[src/hdl/klb_pkg.sv]
`timescale 1ns / 1ps

package klb_pkg;

    localparam int BUF_DEPTH_DEF  = 64;
    localparam int MAP_SIZE       = 128;
    localparam int KEY_W          = $clog2(MAP_SIZE);
    localparam int CMD_FIFO_DEPTH = 2;

    localparam logic [7:0] CH_BACKSPACE = 8'h08;
    localparam logic [7:0] CH_TAB       = 8'h09;
    localparam logic [7:0] CH_NEWLINE   = 8'h0A;

    localparam logic [1:0] KIND_ECHO = 2'd0;
    localparam logic [1:0] KIND_DATA = 2'd1;
    localparam logic [1:0] KIND_NONE = 2'd2;

    localparam logic CMD_CHAR = 1'b0;
    localparam logic CMD_READ = 1'b1;

    typedef struct packed {
        logic       op;
        logic [7:0] ch;
        logic [6:0] max_count;
    } cmd_t;

    typedef struct packed {
        logic [1:0] kind;
        logic [7:0] data_char;
        logic       dropped;
        logic       last;
    } result_t;

    function automatic logic [7:0] key_lookup(input logic [KEY_W-1:0] code);
        logic [7:0] ch;
        unique case (code)
            7'd2:    ch = "1";
            7'd3:    ch = "2";
            7'd4:    ch = "3";
            7'd5:    ch = "4";
            7'd6:    ch = "5";
            7'd7:    ch = "&";
            7'd8:    ch = "/";
            7'd9:    ch = "8";
            7'd10:   ch = "9";
            7'd11:   ch = "0";
            7'd14:   ch = CH_BACKSPACE;
            7'd15:   ch = CH_TAB;
            7'd16:   ch = "q";
            7'd17:   ch = "w";
            7'd18:   ch = "e";
            7'd19:   ch = "r";
            7'd20:   ch = "t";
            7'd21:   ch = "z";
            7'd22:   ch = "u";
            7'd23:   ch = "i";
            7'd24:   ch = "o";
            7'd25:   ch = "p";
            7'd27:   ch = "*";
            7'd28:   ch = CH_NEWLINE;
            7'd30:   ch = "a";
            7'd31:   ch = "s";
            7'd32:   ch = "d";
            7'd33:   ch = "f";
            7'd34:   ch = "g";
            7'd35:   ch = "h";
            7'd36:   ch = "j";
            7'd37:   ch = "k";
            7'd38:   ch = "l";
            7'd43:   ch = "#";
            7'd86:   ch = "<";
            7'd44:   ch = "y";
            7'd45:   ch = "x";
            7'd46:   ch = "c";
            7'd47:   ch = "v";
            7'd48:   ch = "b";
            7'd49:   ch = "n";
            7'd50:   ch = "m";
            7'd51:   ch = ",";
            7'd52:   ch = ".";
            7'd53:   ch = "-";
            7'd57:   ch = " ";
            default: ch = 8'd0;
        endcase
        return ch;
    endfunction

endpackage

[src/hdl/klb_req_if.sv]
`timescale 1ns / 1ps

interface klb_req_if;
    logic       valid;
    logic       ready;
    logic       mode;
    logic [7:0] scancode;
    logic [7:0] delimiter;
    logic [6:0] max_count;

    modport source (output valid, output mode, output scancode, output delimiter,
                    output max_count, input ready);
    modport sink   (input valid, input mode, input scancode, input delimiter,
                    input max_count, output ready);
endinterface

[src/hdl/klb_rsp_if.sv]
`timescale 1ns / 1ps

interface klb_rsp_if;
    logic       valid;
    logic       ready;
    logic [1:0] result_kind;
    logic [7:0] data_char;
    logic       dropped;
    logic       last;

    modport source (output valid, output result_kind, output data_char,
                    output dropped, output last, input ready);
    modport sink   (input valid, input result_kind, input data_char,
                    input dropped, input last, output ready);
endinterface

[src/hdl/keyboard_line_buffer.sv]
`timescale 1ns / 1ps
// Keyboard line buffer.
// req: one transaction per scancode (mode 0) or read request (mode 1).
//   Scancodes of 128 or more and unmapped codes give no result.
// rsp: echo of each typed character (with dropped set when the buffer is
//   full), a run of read characters ending with last, or one empty-end
//   result when a read finds no delimiter or would return no characters.
// Requests pass through a two-entry command queue; req.ready drops only
// while that queue is full.
// Order: an echo enters the output register once its command is at the head
// of the queue and that register is free. A read first scans the buffer
// memory, up to fill_count entries (one entry per cycle on its single read
// port), then reads and emits each returned character in turn, waiting on a
// stalled output, and last reads the next entry to drop a leading newline.
// Reset empties the buffer at once; buffer memory contents are not cleared.
// When rsp is stalled the result holds in its output register and the
// back end waits at its next result; the queue takes requests until full.
module keyboard_line_buffer #(
    parameter int BUF_DEPTH = klb_pkg::BUF_DEPTH_DEF
) (
    input  logic      clk,
    input  logic      rst_n,
    klb_req_if.sink   req,
    klb_rsp_if.source rsp
);
    import klb_pkg::*;

    localparam int CW = $clog2(BUF_DEPTH + 1);

    logic          fifo_push;
    logic          fifo_pop;
    logic          fifo_full;
    logic          fifo_empty;
    cmd_t          push_cmd;
    cmd_t          head_cmd;
    logic [CW-1:0] fill_count;

    klb_front u_front (
        .req  (req),
        .full (fifo_full),
        .push (fifo_push),
        .cmd  (push_cmd)
    );

    klb_cmd_fifo u_fifo (
        .clk      (clk),
        .rst_n    (rst_n),
        .push     (fifo_push),
        .push_cmd (push_cmd),
        .pop      (fifo_pop),
        .head_cmd (head_cmd),
        .full     (fifo_full),
        .empty    (fifo_empty)
    );

    klb_back #(
        .BUF_DEPTH (BUF_DEPTH)
    ) u_back (
        .clk        (clk),
        .rst_n      (rst_n),
        .cmd        (head_cmd),
        .empty      (fifo_empty),
        .pop        (fifo_pop),
        .fill_count (fill_count),
        .rsp        (rsp)
    );

    assert property (@(posedge clk) disable iff (!rst_n)
        fill_count <= CW'(BUF_DEPTH))
        else $error("fill count beyond buffer depth");

    assert property (@(posedge clk) disable iff (!rst_n)
        fifo_push |-> !fifo_full)
        else $error("command queue overflow");

    assert property (@(posedge clk) disable iff (!rst_n)
        (rsp.valid && rsp.result_kind == KIND_NONE) |-> (rsp.last && rsp.data_char == 8'd0))
        else $error("empty-end result not final");

    assert property (@(posedge clk) disable iff (!rst_n)
        (rsp.valid && rsp.dropped)
            |-> (rsp.result_kind == KIND_ECHO && fill_count == CW'(BUF_DEPTH)))
        else $error("drop flagged without a full buffer");

endmodule

[src/hdl/klb_front.sv]
`timescale 1ns / 1ps

module klb_front (
    klb_req_if.sink        req,
    input  logic           full,
    output logic           push,
    output klb_pkg::cmd_t  cmd
);
    import klb_pkg::*;

    logic [7:0] mapped;
    logic       in_range;

    assign req.ready = !full;

    always_comb
    begin
        mapped        = key_lookup(req.scancode[KEY_W-1:0]);
        in_range      = (32'(req.scancode) < MAP_SIZE);
        cmd.op        = req.mode;
        cmd.ch        = (req.mode == CMD_READ) ? req.delimiter : mapped;
        cmd.max_count = req.max_count;
        // drop high and unmapped scancodes here
        if (req.mode == CMD_READ)
        begin
            push = req.valid && !full;
        end
        else
        begin
            push = req.valid && !full && in_range && (mapped != 8'd0);
        end
    end

endmodule

[src/hdl/klb_cmd_fifo.sv]
`timescale 1ns / 1ps

module klb_cmd_fifo (
    input  logic           clk,
    input  logic           rst_n,
    input  logic           push,
    input  klb_pkg::cmd_t  push_cmd,
    input  logic           pop,
    output klb_pkg::cmd_t  head_cmd,
    output logic           full,
    output logic           empty
);
    import klb_pkg::*;

    localparam int PW   = (CMD_FIFO_DEPTH > 1) ? $clog2(CMD_FIFO_DEPTH) : 1;
    localparam int CNTW = $clog2(CMD_FIFO_DEPTH + 1);

    cmd_t            slot_reg [CMD_FIFO_DEPTH];
    logic [PW-1:0]   wr_ptr_reg, wr_ptr_next;
    logic [PW-1:0]   rd_ptr_reg, rd_ptr_next;
    logic [CNTW-1:0] cnt_reg, cnt_next;
    logic            do_push, do_pop;

    assign full     = (cnt_reg == CNTW'(CMD_FIFO_DEPTH));
    assign empty    = (cnt_reg == '0);
    assign head_cmd = slot_reg[rd_ptr_reg];
    assign do_push  = push && !full;
    assign do_pop   = pop && !empty;

    always_comb
    begin
        wr_ptr_next = wr_ptr_reg;
        rd_ptr_next = rd_ptr_reg;
        cnt_next    = cnt_reg;
        if (do_push)
        begin
            wr_ptr_next = (wr_ptr_reg == PW'(CMD_FIFO_DEPTH - 1)) ? '0 : wr_ptr_reg + 1'b1;
        end
        if (do_pop)
        begin
            rd_ptr_next = (rd_ptr_reg == PW'(CMD_FIFO_DEPTH - 1)) ? '0 : rd_ptr_reg + 1'b1;
        end
        if (do_push && !do_pop)
        begin
            cnt_next = cnt_reg + 1'b1;
        end
        else if (do_pop && !do_push)
        begin
            cnt_next = cnt_reg - 1'b1;
        end
    end

    always_ff @(posedge clk or negedge rst_n)
    begin
        if (!rst_n)
        begin
            wr_ptr_reg <= '0;
            rd_ptr_reg <= '0;
            cnt_reg    <= '0;
        end
        else
        begin
            wr_ptr_reg <= wr_ptr_next;
            rd_ptr_reg <= rd_ptr_next;
            cnt_reg    <= cnt_next;
        end
    end

    always_ff @(posedge clk)
    begin
        if (do_push)
        begin
            slot_reg[wr_ptr_reg] <= push_cmd;
        end
    end

endmodule

[src/hdl/klb_back.sv]
`timescale 1ns / 1ps

module klb_back #(
    parameter int BUF_DEPTH = klb_pkg::BUF_DEPTH_DEF
) (
    input  logic                           clk,
    input  logic                           rst_n,
    input  klb_pkg::cmd_t                  cmd,
    input  logic                           empty,
    output logic                           pop,
    output logic [$clog2(BUF_DEPTH+1)-1:0] fill_count,
    klb_rsp_if.source                      rsp
);
    import klb_pkg::*;

    localparam int AW = (BUF_DEPTH > 1) ? $clog2(BUF_DEPTH) : 1;
    localparam int CW = $clog2(BUF_DEPTH + 1);
    localparam int SW = (CW > 7) ? CW : 7;

    localparam logic [2:0] ST_IDLE     = 3'd0;
    localparam logic [2:0] ST_SCAN     = 3'd1;
    localparam logic [2:0] ST_MISS     = 3'd2;
    localparam logic [2:0] ST_EMIT_RD  = 3'd3;
    localparam logic [2:0] ST_EMIT_OUT = 3'd4;
    localparam logic [2:0] ST_NL_RD    = 3'd5;
    localparam logic [2:0] ST_NL_CHK   = 3'd6;

    function automatic logic [AW-1:0] wrap_add(input logic [AW-1:0] base,
                                               input logic [CW-1:0] off);
        logic [AW:0] sum;
        sum = (AW+1)'(base) + (AW+1)'(off);
        if (sum >= (AW+1)'(BUF_DEPTH))
        begin
            sum = sum - (AW+1)'(BUF_DEPTH);
        end
        return sum[AW-1:0];
    endfunction

    logic [7:0]    line_mem [BUF_DEPTH];
    logic [7:0]    rd_data_reg;

    logic [2:0]    state_reg, state_next;
    logic [AW-1:0] head_reg, head_next;
    logic [CW-1:0] count_reg, count_next;
    logic [CW-1:0] idx_reg, idx_next;
    logic          rd_vld_reg, rd_vld_next;
    logic [CW-1:0] rd_idx_reg, rd_idx_next;
    logic [CW-1:0] size_reg, size_next;
    logic [7:0]    delim_reg, delim_next;
    logic [6:0]    maxc_reg, maxc_next;
    logic          rsp_vld_reg, rsp_vld_next;
    result_t       rsp_reg, rsp_next;

    logic          out_free;
    logic          rd_en, wr_en;
    logic [AW-1:0] rd_addr, wr_addr;
    logic [7:0]    wr_data;
    logic [CW-1:0] found_size;
    logic [CW-1:0] drop_cnt;

    assign out_free        = !rsp_vld_reg || rsp.ready;
    assign fill_count      = count_reg;
    assign rsp.valid       = rsp_vld_reg;
    assign rsp.result_kind = rsp_reg.kind;
    assign rsp.data_char   = rsp_reg.data_char;
    assign rsp.dropped     = rsp_reg.dropped;
    assign rsp.last        = rsp_reg.last;

    always_comb
    begin
        if (SW'(rd_idx_reg) > SW'(maxc_reg))
        begin
            found_size = CW'(maxc_reg);
        end
        else
        begin
            found_size = rd_idx_reg;
        end
    end

    always_comb
    begin
        state_next   = state_reg;
        head_next    = head_reg;
        count_next   = count_reg;
        idx_next     = idx_reg;
        rd_vld_next  = 1'b0;
        rd_idx_next  = rd_idx_reg;
        size_next    = size_reg;
        delim_next   = delim_reg;
        maxc_next    = maxc_reg;
        rsp_vld_next = rsp_vld_reg && !rsp.ready;
        rsp_next     = rsp_reg;
        pop          = 1'b0;
        rd_en        = 1'b0;
        rd_addr      = head_reg;
        wr_en        = 1'b0;
        wr_addr      = wrap_add(head_reg, count_reg);
        wr_data      = cmd.ch;
        drop_cnt     = size_reg;

        unique case (state_reg)
            ST_IDLE:
            begin
                if (!empty)
                begin
                    if (cmd.op == CMD_READ)
                    begin
                        pop        = 1'b1;
                        delim_next = cmd.ch;
                        maxc_next  = cmd.max_count;
                        idx_next   = '0;
                        state_next = ST_SCAN;
                    end
                    else if (out_free)
                    begin
                        pop          = 1'b1;
                        rsp_vld_next = 1'b1;
                        rsp_next     = '{kind: KIND_ECHO, data_char: cmd.ch,
                                         dropped: 1'b0, last: 1'b1};
                        priority if (cmd.ch == CH_BACKSPACE && count_reg != '0)
                        begin
                            count_next = count_reg - 1'b1;
                        end
                        else if (count_reg != CW'(BUF_DEPTH))
                        begin
                            wr_en      = 1'b1;
                            count_next = count_reg + 1'b1;
                        end
                        else
                        begin
                            rsp_next.dropped = 1'b1;
                        end
                    end
                end
            end

            ST_SCAN:
            begin
                priority if (rd_vld_reg && rd_data_reg == delim_reg)
                begin
                    size_next  = found_size;
                    idx_next   = '0;
                    state_next = (found_size == '0) ? ST_NL_RD : ST_EMIT_RD;
                end
                else if (idx_reg == count_reg)
                begin
                    state_next = ST_MISS;
                end
                else
                begin
                    rd_en       = 1'b1;
                    rd_addr     = wrap_add(head_reg, idx_reg);
                    rd_vld_next = 1'b1;
                    rd_idx_next = idx_reg;
                    idx_next    = idx_reg + 1'b1;
                end
            end

            ST_MISS:
            begin
                if (out_free)
                begin
                    rsp_vld_next = 1'b1;
                    rsp_next     = '{kind: KIND_NONE, data_char: 8'd0,
                                     dropped: 1'b0, last: 1'b1};
                    state_next   = ST_IDLE;
                end
            end

            ST_EMIT_RD:
            begin
                rd_en      = 1'b1;
                rd_addr    = wrap_add(head_reg, idx_reg);
                state_next = ST_EMIT_OUT;
            end

            ST_EMIT_OUT:
            begin
                if (out_free)
                begin
                    rsp_vld_next = 1'b1;
                    rsp_next     = '{kind: KIND_DATA, data_char: rd_data_reg, dropped: 1'b0,
                                     last: (idx_reg + 1'b1 == size_reg)};
                    idx_next     = idx_reg + 1'b1;
                    state_next   = (idx_reg + 1'b1 == size_reg) ? ST_NL_RD : ST_EMIT_RD;
                end
            end

            ST_NL_RD:
            begin
                rd_en      = 1'b1;
                rd_addr    = wrap_add(head_reg, size_reg);
                state_next = ST_NL_CHK;
            end

            ST_NL_CHK:
            begin
                if (size_reg != '0 || out_free)
                begin
                    drop_cnt   = size_reg + CW'(rd_data_reg == CH_NEWLINE);
                    head_next  = wrap_add(head_reg, drop_cnt);
                    count_next = count_reg - drop_cnt;
                    state_next = ST_IDLE;
                    if (size_reg == '0)
                    begin
                        rsp_vld_next = 1'b1;
                        rsp_next     = '{kind: KIND_NONE, data_char: 8'd0,
                                         dropped: 1'b0, last: 1'b1};
                    end
                end
            end

            default:
            begin
                state_next = ST_IDLE;
            end
        endcase
    end

    always_ff @(posedge clk or negedge rst_n)
    begin
        if (!rst_n)
        begin
            state_reg   <= ST_IDLE;
            head_reg    <= '0;
            count_reg   <= '0;
            idx_reg     <= '0;
            rd_vld_reg  <= 1'b0;
            rsp_vld_reg <= 1'b0;
        end
        else
        begin
            state_reg   <= state_next;
            head_reg    <= head_next;
            count_reg   <= count_next;
            idx_reg     <= idx_next;
            rd_vld_reg  <= rd_vld_next;
            rsp_vld_reg <= rsp_vld_next;
        end
    end

    always_ff @(posedge clk)
    begin
        rd_idx_reg <= rd_idx_next;
        size_reg   <= size_next;
        delim_reg  <= delim_next;
        maxc_reg   <= maxc_next;
        rsp_reg    <= rsp_next;
    end

    always_ff @(posedge clk)
    begin
        if (wr_en)
        begin
            line_mem[wr_addr] <= wr_data;
        end
        if (rd_en)
        begin
            rd_data_reg <= line_mem[rd_addr];
        end
    end

endmodule

[src/flat_wrapper.sv]
// flat-port wrapper written by rule: the top's interface ports become plain ports
module keyboard_line_buffer_flat import klb_pkg::*;
#(
    parameter int BUF_DEPTH = klb_pkg::BUF_DEPTH_DEF
)
  (clk, rst_n, req_valid, req_mode, req_scancode, req_delimiter, req_max_count, req_ready, rsp_valid, rsp_result_kind, rsp_data_char, rsp_dropped, rsp_last, rsp_ready);
  klb_req_if req_i ();
  klb_rsp_if rsp_i ();
  input  logic clk;
  input  logic rst_n;
  input wire logic [$bits(req_i.valid)-1:0] req_valid;
  input wire logic [$bits(req_i.mode)-1:0] req_mode;
  input wire logic [$bits(req_i.scancode)-1:0] req_scancode;
  input wire logic [$bits(req_i.delimiter)-1:0] req_delimiter;
  input wire logic [$bits(req_i.max_count)-1:0] req_max_count;
  output wire logic [$bits(req_i.ready)-1:0] req_ready;
  output wire logic [$bits(rsp_i.valid)-1:0] rsp_valid;
  output wire logic [$bits(rsp_i.result_kind)-1:0] rsp_result_kind;
  output wire logic [$bits(rsp_i.data_char)-1:0] rsp_data_char;
  output wire logic [$bits(rsp_i.dropped)-1:0] rsp_dropped;
  output wire logic [$bits(rsp_i.last)-1:0] rsp_last;
  input wire logic [$bits(rsp_i.ready)-1:0] rsp_ready;
  assign req_i.valid = req_valid;
  assign req_i.mode = req_mode;
  assign req_i.scancode = req_scancode;
  assign req_i.delimiter = req_delimiter;
  assign req_i.max_count = req_max_count;
  assign req_ready = req_i.ready;
  assign rsp_valid = rsp_i.valid;
  assign rsp_result_kind = rsp_i.result_kind;
  assign rsp_data_char = rsp_i.data_char;
  assign rsp_dropped = rsp_i.dropped;
  assign rsp_last = rsp_i.last;
  assign rsp_i.ready = rsp_ready;
  keyboard_line_buffer #(.BUF_DEPTH(BUF_DEPTH)) u_core (.clk(clk), .rst_n(rst_n), .req(req_i), .rsp(rsp_i));
endmodule
[config.mk]
export PLATFORM = sky130hd
export DESIGN_NAME = keyboard_line_buffer_flat
export DESIGN_NICKNAME = d
export VERILOG_FILES = /design/src/hdl/klb_pkg.sv /design/src/hdl/klb_req_if.sv /design/src/hdl/klb_rsp_if.sv /design/src/hdl/keyboard_line_buffer.sv /design/src/hdl/klb_front.sv /design/src/hdl/klb_cmd_fifo.sv /design/src/hdl/klb_back.sv /design/src/flat_wrapper.sv
export SDC_FILE = /design/constraint.sdc
export NUM_CORES = 1
export LEC_CHECK = 0
export ABC_AREA = 1
export BUFFER_PORTS_ARGS = -buffer_cell sky130_fd_sc_hd__buf_2
export CAP_MARGIN = 0
export CELL_PAD_IN_SITES_DETAIL_PLACEMENT = 2
export CELL_PAD_IN_SITES_GLOBAL_PLACEMENT = 2
export CORE_UTILIZATION = 45
export CTS_BUF_LIST = sky130_fd_sc_hd__clkbuf_16
export CTS_CLUSTER_SIZE = 8
export DETAILED_ROUTE_END_ITERATION = 10
export PLACE_DENSITY_LB_ADDON = 0.2
export RECOVER_POWER = 25
export SLEW_MARGIN = 20
export SYNTH_ARGS = -nofsm -noshare
export SYNTH_HDL_FRONTEND = slang
export SYNTH_SLANG_ARGS = --single-unit
[constraint.sdc]
create_clock -name clk -period 8.7 [get_ports clk]
set_input_delay 0.435 -clock clk [delete_from_list [all_inputs] [get_ports clk]]
set_output_delay 0.435 -clock clk [all_outputs]
set_load 0.005 [all_outputs]
# Yosys cells after proc, flatten, opt, wreduce, memory -nomap -nowiden
# Memories as Yosys holds them, arrays and structs flattened. A register that Yosys moved wholly into a read port is not among the register bits.
# Index checks and enable logic that the tools add are counted.
[totals]
register_bits = 70
ram_bits = 544
mem_bits_ro = 896
in_bits = 28
out_inout_bits = 14
word_cells = 180
mem_count = 3
[op_classes]
add_sub_neg = 17
n_lt_le_gt_ge = 6
eq_ne = 24
muxes = 71
bitwise_logic = 3
n_reduce_logical = 39
[mem_list]
columns = ["name", "words", "word_bits", "read_ports", "rd_clocked_by_memory_dff", "wr", "line_no", "rtl"]
rows = [
  ["(no name shown)", 128, 7, 1, 0, 0, "klb_pkg.sv:36", "unique case (code)"],
  ["u_core.u_back.line_mem", 64, 8, 1, 1, 1, "klb_back.sv:39", "logic [7:0] line_mem [BUF_DEPTH];"],
  ["u_core.u_fifo.slot_reg", 2, 16, 1, 0, 1, "klb_cmd_fifo.sv:18", "cmd_t slot_reg [CMD_FIFO_DEPTH];"],
]
[ops]
columns = ["op", "n"]
rows = [
  ["2-to-1 mux 12 bit", 7],
  ["2-to-1 mux 7 bit", 12],
  ["one-hot mux 12 bit (4 select lines)", 1],
  ["2-to-1 mux 6 bit", 6],
  ["adder 6 x 7 -> 7 bit", 4],
  ["greater-or-equal comparator 7 bit, second input constant", 4],
  ["2-to-1 mux 1 bit", 27],
  ["2-to-1 mux 3 bit", 9],
  ["subtractor 6 x 1 -> 6 bit, second input constant", 4],
  ["one-hot mux 3 bit (7 select lines)", 1],
  ["one-hot mux 7 bit (3 select lines)", 1],
  ["one-hot mux 6 bit (3 select lines)", 1],
  ["== test 8 x 4 -> 1 bit, second input constant", 2],
  ["adder 7 x 1 -> 7 bit, second input constant", 2],
  ["== test 7 bit", 2],
  ["zero test 7 bit", 2],
  ["!= test 2 bit, second input constant", 7],
  ["one-hot mux 7 bit (2 select lines)", 1],
  ["nonzero test 7 bit", 2],
  ["AND reduction 6 bit", 2],
  ["logical AND 1 bit", 10],
  ["== test 3 bit, second input constant", 3],
  ["!= test 3 bit, second input constant", 3],
  ["== test 8 bit", 1],
  ["31 further kinds", 46],
]

# Depth between registers and ports, before layout
[logic_depth]
word_depth = 11
depth_mapped = 21
ltp_nobuf = 19

# By module
# From an unflattened synthesis, not the netlist that was laid out.
[hier_totals]
cells_unflattened = 3044
area_unflattened_um2 = 30077.6
[modules_own_cells]
columns = ["mod", "n_inst", "cells_each", "area_per_inst_um2", "seq_area_each_um2"]
rows = [
  ["klb_back", 1, 2745, 27722.8, 17471.8],
  ["klb_cmd_fifo", 1, 115, 1402.6, 1061.0],
  ["klb_front", 1, 184, 952.2, 0.0],
]

# Least setup slack after synthesis
# Ideal clock, no wire load.
[synth_path]
path_type = "register to register"
from = "reg u_core.u_fifo.rd_ptr_reg"
to = "reg u_core.u_back.count_reg[6], in the netlist u_core.u_back.fill_count[6]"
setup_time_ns = 0.079
arrival_time_ns = 3.529
setup_slack_ns = 5.092
stages_incl_launch_ff = 17
path_buffers = 1
synth_period_minus_slack_ns = 3.608
cell_sequence = "dfrtp_1 -> inv_1 -> buf_1 -> nand2_1 -> nand2_1 -> nor4_1 -> nand4_1 -> o21ai_0 -> inv_1 -> fa_1 -> o21ai_0 -> nand2_1 -> nand2_1 -> a21oi_1 -> xor2_1 -> nor2_1 -> xor2_1"
[synth_lines]
columns = ["item", "line_no", "rtl"]
rows = [
  ["start: declaration", "klb_cmd_fifo.sv:20", "logic [PW-1:0] rd_ptr_reg, rd_ptr_next;"],
  ["start signal: assignment", "klb_cmd_fifo.sv:64", "rd_ptr_reg <= rd_ptr_next;"],
  ["end signal: assignment", "klb_back.sv:236", "count_reg <= count_next;"],
  ["end: declaration", "klb_back.sv:44", "logic [CW-1:0] count_reg, count_next;"],
]

# Worst setup path in the final report
[layout_path]
from = "reg u_core.u_back.rd_data_reg[5] (read register of u_core.u_back.line_mem)"
to = "reg u_core.u_back.rd_data_reg[0] (read register of u_core.u_back.line_mem), data pin"
[layout_between]
elab_chain_cells = 4
elab_cells_between_ends = 6
classes_between = "1 x eq/ne; 4 x mux; 1 x reduce/logical"
[layout_rtl]
columns = ["item", "line_no", "rtl"]
rows = [
  ["start: declaration", "klb_back.sv:40", "logic [7:0] rd_data_reg;"],
  ["== test 8 bit (*)", "klb_back.sv:140", "priority if (rd_vld_reg && rd_data_reg == delim_reg)"],
  ["logical AND 1 bit (*)", "klb_back.sv:140", ""],
  ["2-to-1 mux 6 bit / 2-to-1 mux 1 bit (equally long branches)", "klb_back.sv:140", ""],
  ["one-hot mux 6 bit (3 select lines) / one-hot mux 1 bit (2 select lines) (equally long branches)", "klb_back.sv:102", "unique case (state_reg)"],
]
# Mark *: on every way between the ends. The rest lies on a longest branch, timed or not.
# A chain may end at the register's enable or synchronous reset.

==> metrics.txt <==
status=finished, violations left; failing checks=max-capacitance violations, max-slew violations; Final Util=50.36%; FF+latch count, synth=622; Antenna Nets Post-Route=0; sequential area share after synthesis=62.05%; largest net degree at the start of global routing=146; Tmin final=5.577 ns; n_diodes=0; Starting DRT DRC Count=1965; starting density of the core=45.43%; Fmax=0.1793 GHz; first drt pass iteration count=5; Final Hold Fails=0; skew final=0.04033 ns; Overflow after GRT=0; number of global-route vias before repair=25610; Slew headroom=-35.74%; clock-pin transition on the worst setup and hold timing paths=0.06 ns; clk sinks=622; most common cell after layout, fill and taps aside=edfxtp_1; Vias/cell=5.919; Net Count, Synth=3076; RSZ-0062 raised after global routing=false; row cnt=94; Max Cap Violations=2; Worst setup EP type=register; Synth cell types=49; die height=259.6 um; Final setup viols=0; first-pass GRT wire length=161600 um; Die ar.=67410 um2; placer's final routability congestion estimate=0.9164; met2 usage=56.60%; CP Class=reg -> reg; fin. max-slew vios=58; # IOs=42; DR WL/cell=27.62 um; core area=65750 um2; nets=3087; Leak Pwr=13.63 nW; max FFs per register=512; initial antenna violation count=2; EDFF count, synth=593; GRT Util Overall=32.21%; root buf cell=clkbuf_16; CTS Buffer Depth=3; via count=23060; most frequent cells in the layout=593 x edfxtp_1, 569 x inv_1, 522 x nand2_1; Synth Instances=2996; Worst setup SP type=register; predominant post-synthesis flop cell=edfxtp_1; synthesized area per cell=9.969 um2; H-tree depth=3; GRT met3 Usage=3.889%; CTS buffer count=88; HPWL after detailed placement=66390 um; R2R setup slack=3.12 ns; GR peak layer=met2; Ys Warns=0; WP data required=9.08 ns; WL final=107600 um; number of setup buffers added after CTS=0; crit-path max FO=109; Die X=259.6 um; area delta synth->final=10.85%; Final period util=64.10%; Clock Latency Late Sink=0.66 ns; slew of the pin with the lowest slew margin=2.036 ns; Mapped Area=29870 um2; PortBufs=41; peak supply drop=0.2350 mV; Setup Total Neg Slack=0 ns; P per Cell Area=428.9 nW/um2; Hold WC Path Type=in -> reg; FFs w/ async S/R, synth=4.662%; Worst Path Arrival=5.95 ns; # DRC=0; met1 GRT Util=40.48%; TritonCTS clock tree=done; share of cells above drive strength 1=5.906%
per-stage QoR:
| step | cells | hold slack, ns | cell area [um2] | power, W | worst slack [ns] |
|---|---|---|---|---|---|
| 3_3_place_gp | 3774 | 0.4843 | 30670 | 0.01048 | 3.813 |
| 6_report | 3895 | 0.1033 | 33110 | 0.01420 | 3.123 |
| 2_1_floorplan | 2996 | 0.1394 | 29870 | 0.008333 | 5.092 |
| 4_1_cts | 3895 | 0.0007892 | 33150 | 0.01418 | 3.339 |
| 3_5_place_dp | 3774 | 0.5180 | 30670 | 0.01092 | 3.391 |
| 5_1_grt | 3895 | 0.09679 | 33110 | 0.01478 | 2.747 |
cell type report:
cell class / count / area [um2]
Multi-Input combinational cell: 1655 / 8502
Sequential cell: 622 / 18530
Timing Repair Buffer: 76 / 467.9
Fill cell: 6727 / 32640
Clock buffer: 90 / 2252
Clock inverter: 24 / 155.1
Inverter: 564 / 2117
Tap cell: 864 / 1081
final timing paths:
path | startpoint | endpoint | cells after the start
worst min-delay path | req_max_count[1] | u_core.u_fifo.slot_reg[0][1] | 1
min in group asynchronous | rst_n | u_core.u_back.head_reg[1] | 2
max in group asynchronous | rst_n | u_core.u_back.state_reg[1] | 2
worst max-delay path | u_core.u_back.rd_data_reg[5] | u_core.u_back.rd_data_reg[0] | 18
worst max register to register | u_core.u_back.rd_data_reg[5] | u_core.u_back.rd_data_reg[0] | 18
worst min register to register | u_core.u_fifo.cnt_reg[0] | u_core.u_fifo.cnt_reg[0] | 1
cell families (layout without fill, tap and decap cells):
logic type,after synthesis,after routing,synth area share [%]
AND/OR/NAND/NOR,1353,1353,20.84
buffers and inverters,719,754,9.681
flip-flops,622,622,62.05
AO/OA/AOI/OAI,211,211,3.980
adder cells (fa/ha/maj),52,52,2.304
XOR/XNOR,39,39,1.144
report_power, final:
part / switching [W] / internal, W
clock: 0.00130 / 0.00183
sequential: 0.000202 / 0.00399
combinational: 0.00529 / 0.00159
cell usage after synthesis, types with 25 or more instances:
| library cell | n | area, um2 |
|---|---|---|
| xor2_1 | 26 | 227.7 |
| nand2_1 | 525 | 1971 |
| a21oi_1 | 25 | 125.1 |
| ha_1 | 47 | 588.1 |
| buf_2 | 79 | 395.4 |
| clkbuf_1 | 58 | 217.7 |
| inv_1 | 553 | 2076 |
| nand4_1 | 190 | 1189 |
| dfrtp_1 | 29 | 725.7 |
| nor2_1 | 153 | 574.3 |
| o21ai_0 | 126 | 630.6 |
| edfxtp_1 | 593 | 17810 |
| nand3_1 | 444 | 2222 |
routing by layer:
layer	vias up	part of all wire [%]
li1	10120	-
met1	12020	41
met2	726	51
met3	192	4.8
met4	2	3.4
met5	-	0.012
critical path, cell delays in order, from the launching register on:
cell and delay [ns]:
edfxtp_1 0.40, inv_1 0.17, or2_1 0.17, nand2_1 0.08, nor2_1 0.22, nand3_1 0.25, nand3_1 0.30, nand2_2 0.22
nand2_8 0.61, nand3_4 0.81, buf_4 0.68, nand2_1 0.19, o21ai_0 0.13, nand2_1 0.12, nand3_1 0.08, nand3_1 0.16
nand3_1 0.26, nand3_1 0.19, nand2_1 0.09
what timing repair did:
item	CTS	global route
hold endpoints to repair	41	0
gates resized for setup	0	0
hold buffers	7	0
Power figures use the tool's default switching activity.
